## config.mk

```make
export PLATFORM = sky130hd
export DESIGN_NAME = combined_lcg_shuffle_rng
export DESIGN_NICKNAME = d
export VERILOG_FILES = /design/src/hw/rtl/lcgr_pkg.sv /design/src/hw/rtl/combined_lcg_shuffle_rng.sv /design/src/hw/rtl/lcgr_ram.sv /design/src/hw/rtl/lcgr_step.sv
export SDC_FILE = /design/constraint.sdc
export NUM_CORES = 2
export LEC_CHECK = 0
export BUFFER_PORTS_ARGS = -buffer_cell sky130_fd_sc_hd__buf_4
export CORE_ASPECT_RATIO = 0.75
export CORE_MARGIN = 2
export CORE_UTILIZATION = 57
export CTS_CLUSTER_DIAMETER = 60
export DETAILED_ROUTE_END_ITERATION = 12
export PLACE_DENSITY_LB_ADDON = 0.2
export SETUP_SLACK_MARGIN = 0.02
export SLEW_MARGIN = 20
export SYNTH_ARGS = -nofsm -noshare
export SYNTH_HDL_FRONTEND = slang
export SYNTH_SLANG_ARGS = --single-unit
```

## constraint.sdc

```tcl
create_clock -name clock -period 11.3 [get_ports clock]
set_input_delay 2.26 -clock clock [delete_from_list [all_inputs] [get_ports clock]]
set_output_delay 2.26 -clock clock [all_outputs]
set_load 0.01 [all_outputs]
```

## src/hw/rtl/lcgr_pkg.sv

```systemverilog
// Package for the combined LCG generator with table shuffle.
// Holds the moduli, multipliers, table geometry, state codes and step-unit structs.
// It has no dependencies.
`default_nettype none
package lcgr_pkg;

   localparam int VAL_W = 31;

   localparam logic [30:0] MOD_ONE  = 31'd2147483563;
   localparam logic [30:0] MOD_TWO  = 31'd2147483399;
   localparam logic [30:0] WRAP_ADD = 31'd2147483562;
   localparam logic [15:0] MUL_ONE  = 16'd40014;
   localparam logic [15:0] MUL_TWO  = 16'd40692;
   // These are 2^31 modulo each modulus and fold the high product bits back in.
   localparam logic [7:0]  FOLD_ONE = 8'd85;
   localparam logic [7:0]  FOLD_TWO = 8'd249;

   localparam int PROD_W = VAL_W + 16;

   localparam int TABLE_SIZE = 32;
   localparam int TABLE_AW   = $clog2(TABLE_SIZE);
   localparam int SLOT_SHIFT = 26;
   localparam logic [26:0] SLOT_DIV = 27'd67108862;

   localparam int WARM_STEPS = 8;
   localparam int SEED_STEPS = WARM_STEPS + TABLE_SIZE;
   localparam int CNT_W      = $clog2(SEED_STEPS);

   localparam int CSR_AW = 3;
   localparam logic REG_SEED = 1'b0;

   typedef enum logic [3:0] {
      ST_IDLE = 4'b0001,
      ST_SEED = 4'b0010,
      ST_DRAW = 4'b0100,
      ST_OUT  = 4'b1000
   } state_type;

   typedef struct packed {
      logic             go;
      logic [VAL_W-1:0] first;
      logic [VAL_W-1:0] second;
   } step_req_type;

   typedef struct packed {
      logic             done;
      logic [VAL_W-1:0] first;
      logic [VAL_W-1:0] second;
   } step_rsp_type;

endpackage
`default_nettype wire

```

## src/hw/rtl/combined_lcg_shuffle_rng.sv

```systemverilog
// Combined LCG generator with a 32-entry shuffle table held in a RAM.
// A plain draw runs one step of the shared step unit and a table read, registers the
// result and then the response; no new request is taken until the response is registered.
// A seeding draw adds 40 steps through the same unit.
// Reset clears all control state; the table holds no valid data until seeded.
// It depends on lcgr_pkg, lcgr_ram and lcgr_step.
`default_nettype none
module combined_lcg_shuffle_rng (
   input  wire logic                         clock,
   input  wire logic                         reset,
   input  wire logic                         req_valid,
   output logic                              req_ready,
   input  wire logic                         req_reseed,
   output logic                              rsp_valid,
   input  wire logic                         rsp_ready,
   output logic      [lcgr_pkg::VAL_W-1:0]   rsp_value,
   input  wire logic                         csr_psel,
   input  wire logic                         csr_penable,
   input  wire logic                         csr_pwrite,
   input  wire logic [lcgr_pkg::CSR_AW-1:0]  csr_paddr,
   input  wire logic [31:0]                  csr_pwdata,
   output logic      [31:0]                  csr_prdata,
   output logic                              csr_pready
);
   import lcgr_pkg::*;

   state_type          state_ff, state_in;
   logic [VAL_W-1:0]   seed_ff, seed_in;
   logic [VAL_W-1:0]   s1_ff, s1_in, s2_ff, s2_in;
   logic [VAL_W-1:0]   last_ff, last_in;
   logic [VAL_W-1:0]   y_ff, y_in;
   logic               seeded_ff, seeded_in;
   logic [CNT_W-1:0]   cnt_ff, cnt_in;
   logic               go_ff, go_in;
   logic               rsp_valid_ff, rsp_valid_in;
   logic [VAL_W-1:0]   rsp_value_ff, rsp_value_in;

   logic               csr_write;
   logic [VAL_W-1:0]   seed_clamped;
   logic [TABLE_AW-1:0] q0, slot;
   logic [26:0]        rem;
   logic signed [32:0] diff, wrapped;
   logic [VAL_W-1:0]   y_calc;
   logic [CNT_W-1:0]   fill_index;

   logic                ram_we;
   logic [TABLE_AW-1:0] ram_waddr;
   logic [VAL_W-1:0]    ram_wdata;
   logic [VAL_W-1:0]    ram_rdata;

   step_req_type step_req;
   step_rsp_type step_rsp;

   lcgr_ram #(
      .WIDTH(VAL_W),
      .DEPTH(TABLE_SIZE)
   ) u_table (
      .clock (clock),
      .we    (ram_we),
      .waddr (ram_waddr),
      .wdata (ram_wdata),
      .re    (go_ff),
      .raddr (slot),
      .rdata (ram_rdata)
   );

   lcgr_step u_step (
      .clock (clock),
      .reset (reset),
      .req   (step_req),
      .rsp   (step_rsp)
   );

   assign step_req.go     = go_ff;
   assign step_req.first  = s1_ff;
   assign step_req.second = s2_ff;

   assign csr_pready = 1'b1;
   assign csr_write  = csr_psel & csr_penable & csr_pwrite;
   assign csr_prdata = (csr_paddr[2] == REG_SEED) ? {1'b0, seed_ff} : 32'd0;

   always_comb begin
      seed_clamped = seed_ff;
      if (seed_ff == '0) begin
         seed_clamped = VAL_W'(1);
      end else if (seed_ff > WRAP_ADD) begin
         seed_clamped = WRAP_ADD;
      end
   end

   // The slot is the last output divided by the slot width, with one correction step.
   always_comb begin
      q0   = last_ff[VAL_W-1:SLOT_SHIFT];
      rem  = {1'b0, last_ff[SLOT_SHIFT-1:0]} + {21'd0, q0, 1'b0};
      slot = (rem >= SLOT_DIV) ? q0 + TABLE_AW'(1) : q0;
   end

   always_comb begin
      diff    = $signed({2'b00, ram_rdata}) - $signed({2'b00, step_rsp.second});
      wrapped = diff;
      if (diff < 33'sd1) begin
         wrapped = diff + $signed({2'b00, WRAP_ADD});
      end
      if (wrapped < 33'sd1) begin
         y_calc = VAL_W'(1);
      end else if (wrapped > $signed({2'b00, WRAP_ADD})) begin
         y_calc = WRAP_ADD;
      end else begin
         y_calc = wrapped[VAL_W-1:0];
      end
   end

   assign fill_index = CNT_W'(SEED_STEPS - 1) - cnt_ff;
   assign req_ready  = (state_ff == ST_IDLE);

   always_comb begin
      state_in     = state_ff;
      seed_in      = seed_ff;
      s1_in        = s1_ff;
      s2_in        = s2_ff;
      last_in      = last_ff;
      y_in         = y_ff;
      seeded_in    = seeded_ff;
      cnt_in       = cnt_ff;
      go_in        = 1'b0;
      rsp_valid_in = rsp_valid_ff & ~rsp_ready;
      rsp_value_in = rsp_value_ff;
      ram_we       = 1'b0;
      ram_waddr    = slot;
      ram_wdata    = step_rsp.first;

      if (csr_write && csr_paddr[2] == REG_SEED) begin
         seed_in = csr_pwdata[VAL_W-1:0];
      end

      case (state_ff)
         ST_IDLE: begin
            if (req_valid) begin
               go_in = 1'b1;
               if (req_reseed || !seeded_ff) begin
                  s1_in    = seed_clamped;
                  s2_in    = seed_clamped;
                  cnt_in   = '0;
                  state_in = ST_SEED;
               end else begin
                  state_in = ST_DRAW;
               end
            end
         end
         ST_SEED: begin
            if (step_rsp.done) begin
               s1_in = step_rsp.first;
               if (cnt_ff >= CNT_W'(WARM_STEPS)) begin
                  ram_we    = 1'b1;
                  ram_waddr = fill_index[TABLE_AW-1:0];
               end
               go_in = 1'b1;
               if (cnt_ff == CNT_W'(SEED_STEPS - 1)) begin
                  last_in   = step_rsp.first;
                  seeded_in = 1'b1;
                  state_in  = ST_DRAW;
               end else begin
                  cnt_in = cnt_ff + CNT_W'(1);
               end
            end
         end
         ST_DRAW: begin
            if (step_rsp.done) begin
               s1_in    = step_rsp.first;
               s2_in    = step_rsp.second;
               ram_we   = 1'b1;
               y_in     = y_calc;
               state_in = ST_OUT;
            end
         end
         ST_OUT: begin
            if (!rsp_valid_ff || rsp_ready) begin
               rsp_valid_in = 1'b1;
               rsp_value_in = y_ff;
               last_in      = y_ff;
               state_in     = ST_IDLE;
            end
         end
         default: begin
            state_in = ST_IDLE;
         end
      endcase
   end

   always_ff @(posedge clock) begin
      if (reset) begin
         state_ff     <= ST_IDLE;
         seed_ff      <= VAL_W'(1);
         s1_ff        <= '0;
         s2_ff        <= '0;
         last_ff      <= '0;
         seeded_ff    <= 1'b0;
         cnt_ff       <= '0;
         go_ff        <= 1'b0;
         rsp_valid_ff <= 1'b0;
      end else begin
         state_ff     <= state_in;
         seed_ff      <= seed_in;
         s1_ff        <= s1_in;
         s2_ff        <= s2_in;
         last_ff      <= last_in;
         seeded_ff    <= seeded_in;
         cnt_ff       <= cnt_in;
         go_ff        <= go_in;
         rsp_valid_ff <= rsp_valid_in;
      end
      y_ff         <= y_in;
      rsp_value_ff <= rsp_value_in;
   end

   assign rsp_valid = rsp_valid_ff;
   assign rsp_value = rsp_value_ff;

endmodule
`default_nettype wire

```

## src/hw/rtl/lcgr_ram.sv

```systemverilog
// Generic single-port-write, single-port-read RAM with registered read data.
// It has no dependencies.
`default_nettype none
module lcgr_ram #(
   parameter int WIDTH = 31,
   parameter int DEPTH = 32
) (
   input  wire logic                     clock,
   input  wire logic                     we,
   input  wire logic [$clog2(DEPTH)-1:0] waddr,
   input  wire logic [WIDTH-1:0]         wdata,
   input  wire logic                     re,
   input  wire logic [$clog2(DEPTH)-1:0] raddr,
   output logic      [WIDTH-1:0]         rdata
);

   logic [WIDTH-1:0] mem_ff [DEPTH];
   logic [WIDTH-1:0] rdata_ff;

   always_ff @(posedge clock) begin
      if (we) begin
         mem_ff[waddr] <= wdata;
      end
      if (re) begin
         rdata_ff <= mem_ff[raddr];
      end
   end

   assign rdata = rdata_ff;

endmodule
`default_nettype wire

```

## src/hw/rtl/lcgr_step.sv

```systemverilog
// Two-stage Lehmer step unit that advances both sequences at once.
// It depends on lcgr_pkg for the moduli, multipliers and step structs.
`default_nettype none
module lcgr_step (
   input  wire logic                  clock,
   input  wire logic                  reset,
   input  wire lcgr_pkg::step_req_type req,
   output lcgr_pkg::step_rsp_type     rsp
);
   import lcgr_pkg::*;

   logic [PROD_W-1:0] p1_ff, p1_in, p2_ff, p2_in;
   logic              v1_ff, v1_in;
   logic [VAL_W-1:0]  s1_ff, s1_in, s2_ff, s2_in;
   logic              done_ff, done_in;
   logic [31:0]       f1, f2;

   assign p1_in = {16'd0, req.first} * {31'd0, MUL_ONE};
   assign p2_in = {16'd0, req.second} * {31'd0, MUL_TWO};
   assign v1_in = req.go;

   assign f1 = {1'b0, p1_ff[VAL_W-1:0]}
             + {8'd0, {8'd0, p1_ff[PROD_W-1:VAL_W]} * {16'd0, FOLD_ONE}};
   assign f2 = {1'b0, p2_ff[VAL_W-1:0]}
             + {8'd0, {8'd0, p2_ff[PROD_W-1:VAL_W]} * {16'd0, FOLD_TWO}};

   always_comb begin
      s1_in = (f1 >= {1'b0, MOD_ONE}) ? VAL_W'(f1 - {1'b0, MOD_ONE}) : f1[VAL_W-1:0];
      s2_in = (f2 >= {1'b0, MOD_TWO}) ? VAL_W'(f2 - {1'b0, MOD_TWO}) : f2[VAL_W-1:0];
      done_in = v1_ff;
   end

   always_ff @(posedge clock) begin
      if (reset) begin
         v1_ff   <= 1'b0;
         done_ff <= 1'b0;
      end else begin
         v1_ff   <= v1_in;
         done_ff <= done_in;
      end
      p1_ff <= p1_in;
      p2_ff <= p2_in;
      s1_ff <= s1_in;
      s2_ff <= s2_in;
   end

   assign rsp.done   = done_ff;
   assign rsp.first  = s1_ff;
   assign rsp.second = s2_ff;

endmodule
`default_nettype wire

```

==> metrics.txt <==
fillers 10300; ANT nets after route 0; total gr overflow 0; Data arrival, critical path 8.37 ns; vias in the first global route 49800; crit path max fanout 8; Post-CTS Setup Bufs 0; Final Setup Violations 0; main area contributors after synthesis edfxtp_1, fa_1, ha_1; Num Clock Sinks 1376; Hold Vio Cnt, Final 0; skew final 0.0311 ns; CP startpoint s2_ff[11]$_SDFFE_PP0P_; critical path required time 11.97 ns; share of layout cells above drive strength 1 7.67%; Reg clk slew, reported paths 0.06 ns; Top FF cell, synth edfxtp_1; Worst Setup End Kind register; Fin Setup TNS 0 ns; Mapped Cells 6635; total CTS buffers 142; met1 usage 48.7%; # IOs 109; dpl hpwl 144 mm; Slew @ Worst Pin 1.21 ns; wire per inst 24.5 µm; flop2flop setup slack 3.60 ns; Die Y 322 µm; minimum clock period 7.70 ns; GR Util All Layers 30.6%; CTS-repair resized insts 0; Worst Hold Class reg -> reg; Final nets 7688; RR Endpoint u_step.p2_ff[46]$_DFF_P_; syn_nets 7617; number of remaining DRC errors 0; Core Rows 116; DR iter-0 viols 6536; core footprint 134000 µm²; launch point of the worst reg-to-reg path s2_ff[11]$_SDFFE_PP0P_; area fraction of the dominant cell type after synthesis 42.4%; Post-synth EDFFs 1085; R2R cell count 23; Clock Latency Late Sink 0.80 ns; Critical Path End u_step.p2_ff[46]$_DFF_P_; area grow syn2layout 10.1%; Netlist cell types 100; Worst slew margin 18.5%; clock buffer depth 3; first-pass GRT wire length 315 mm; RSZ-0062 raised after global routing false; I/O Buffers 103; initial antenna violation count 12; Max Cap Violations 0; CTS tree yes; Synth Area per Inst 11.6 µm²; die extent in x 428 µm; Die ar. 138000 µm²; Clock Tree Root clkbuf_16; Placer Congestion 0.955; FF+latch count, synth 1376; largest area contributor in the netlist edfxtp_1; status finished clean; hold-fix buffers at CTS 0; # H-tree levels 4; First-pass DRT Iterations 6; Post-Syn Area 76900 µm²; routed via count 52400; met2 Resource Use GR 42.4%; Period Utilization, post-route 68.1%; DRT Wirelength 211 mm; max-slew violation count 0; largest net degree at the start of global routing 165; Vias/cell 6.10; initial core utilization 57.5%; fmax 130 MHz; GR peak layer met1; met3 GRT Util 6.19%; post-synthesis sequential area ratio 50.0%; Startpoint Class register; YS warnings 0; Async SR Flop Fraction 0%; Setup Crit Path Kind reg -> reg
-- layer usage --
metal / share of wire [%] / wire, µm
met5: 0.019 / 40
met4: 2.3 / 4820
met3: 11 / 22800
met2: 42 / 87900
met1: 45 / 95300
-- critical path, stage by stage (launching register included) --
cell and delay [ns]:
dfxtp_1 0.75, fa_1 0.57, ha_1 0.31, inv_1 0.05, fa_1 0.50, inv_1 0.05
fa_1 0.48, fa_1 0.61, fa_1 0.43, ha_1 0.38, a21o_1 0.20, a21o_1 0.17
a21o_1 0.18, a21o_1 0.17, a21o_1 0.17, a41oi_1 0.39, o31ai_1 0.22, a21oi_1 0.21
a31oi_1 0.19, a41o_1 0.36, or4b_2 0.63, a31oi_1 0.26, o21ai_0 0.13, xor2_1 0.15
-- cells in the final DEF (no fill, tap or decap), types with 33 or more instances in the layout --
cell type	Yosys	layout
a211oi_1	74	74
a21o_1	78	78
a21oi_1	194	193
a311oi_1	33	33
a32oi_1	127	127
buf_4	3	199
clkbuf_16	0	145
dfxtp_1	291	291
edfxtp_1	1085	1085
fa_1	449	449
ha_1	490	490
inv_1	602	602
mux2i_1	192	190
nand2_1	1043	1043
nand3_1	316	315
nand3b_1	41	41
nand4_1	166	166
nor2_1	293	257
nor2_4	1	36
nor2b_1	47	45
nor3_1	56	56
o211ai_1	33	33
o21ai_0	89	89
xnor2_1	140	140
xor2_1	69	69
-- logic make-up (layout without fill, tap and decap cells) --
kind of cell    after synthesis  in the layout  synth area share, %
simple gates               2190           2190                 13.2
flops                      1376           1376                 50.0
fa+ha+maj                   939            939                 19.7
buf+inv                     878           1064                 4.36
compound gates              843            843                 7.78
xor+xnor                    209            209                 2.38
mux                         198            198                 2.59
other cells                   2              9              0.00977
-- cells in the mapped netlist (8+ instances only) --
cell type	count
a211o_1	12
a211oi_1	74
a21boi_0	8
a21o_1	78
a21oi_1	194
a311oi_1	33
a31oi_1	25
a32oi_1	127
and2_1	25
and3_1	32
and4_1	16
buf_1	28
buf_2	11
clkbuf_1	229
dfxtp_1	291
edfxtp_1	1085
fa_1	449
ha_1	490
inv_1	602
mux2i_1	192
nand2_1	1043
nand2b_1	28
nand3_1	316
nand3b_1	41
nand4_1	166
nor2_1	293
nor2b_1	47
nor3_1	56
nor3b_1	9
nor4_1	27
nor4b_1	10
o211ai_1	33
o21a_1	32
o21ai_0	89
o21bai_1	29
o31ai_1	17
or2_2	11
or3_1	29
xnor2_1	140
xor2_1	69
-- registers in the layout, summed over array words and instances, names as in the netlist, 30 cells and up --
name,cells
seed_ff,31
u_step.s1_ff,31
u_step.s2_ff,31
s1_ff,31
last_ff,30
u_table.mem_ff,992
u_step.p1_ff,46
y_ff,31
rsp_value,31
u_table.rdata,31
u_step.p2_ff,45
s2_ff,31
-- stage by stage --
step,hold slack (ns),worst slack [ns],std cells,instance area [µm²],util (%)
floorplan,0.400,4.57,6635,76900,-
global placement,0.420,3.72,8332,79900,59.8
detailed placement,0.430,3.64,8332,79900,59.8
CTS,0.445,3.60,8591,84600,63.3
global route,0.466,3.27,8591,84600,63.3
finish,0.452,3.60,8598,84600,63.3
-- how the worst min path moves through the flow --
stage / depth (start not counted) / endpoint / start / slack (ns)
floorplan: 0 / rsp_value[0]$_DFFE_PP_ / y_ff[0]$_SDFFCE_PP1P_ / 0.40
global placement: 1 / u_step.done_ff$_SDFF_PP0_ / u_step.done_in$_SDFF_PP0_ / 0.42
detailed placement: 1 / u_step.done_ff$_SDFF_PP0_ / u_step.done_in$_SDFF_PP0_ / 0.43
CTS: 1 / u_step.done_ff$_SDFF_PP0_ / u_step.done_in$_SDFF_PP0_ / 0.44
global route: 1 / u_step.done_ff$_SDFF_PP0_ / u_step.done_in$_SDFF_PP0_ / 0.47
finish: 1 / u_step.done_ff$_SDFF_PP0_ / u_step.done_in$_SDFF_PP0_ / 0.45
-- area by class of cell --
| class | count | area (µm²) | share of cell area (%) |
|---|---|---|---|
| Sequential cell | 1376 | 38400 | 45.4 |
| Clock buffer | 182 | 3850 | 4.55 |
| Multi-Input combinational cell | 4381 | 35500 | 41.9 |
| Antenna cell | 7 | 17.5 | 0.0207 |
| Tap cell | 1770 | 2210 | 2.62 |
| Timing Repair Buffer | 203 | 1570 | 1.86 |
| Inverter | 602 | 2260 | 2.67 |
| Clock inverter | 77 | 828 | 0.979 |
Power is left out: the tool's default activity adds up to more than one toggle a clock period on the data nets, which glitch-free logic cannot reach.
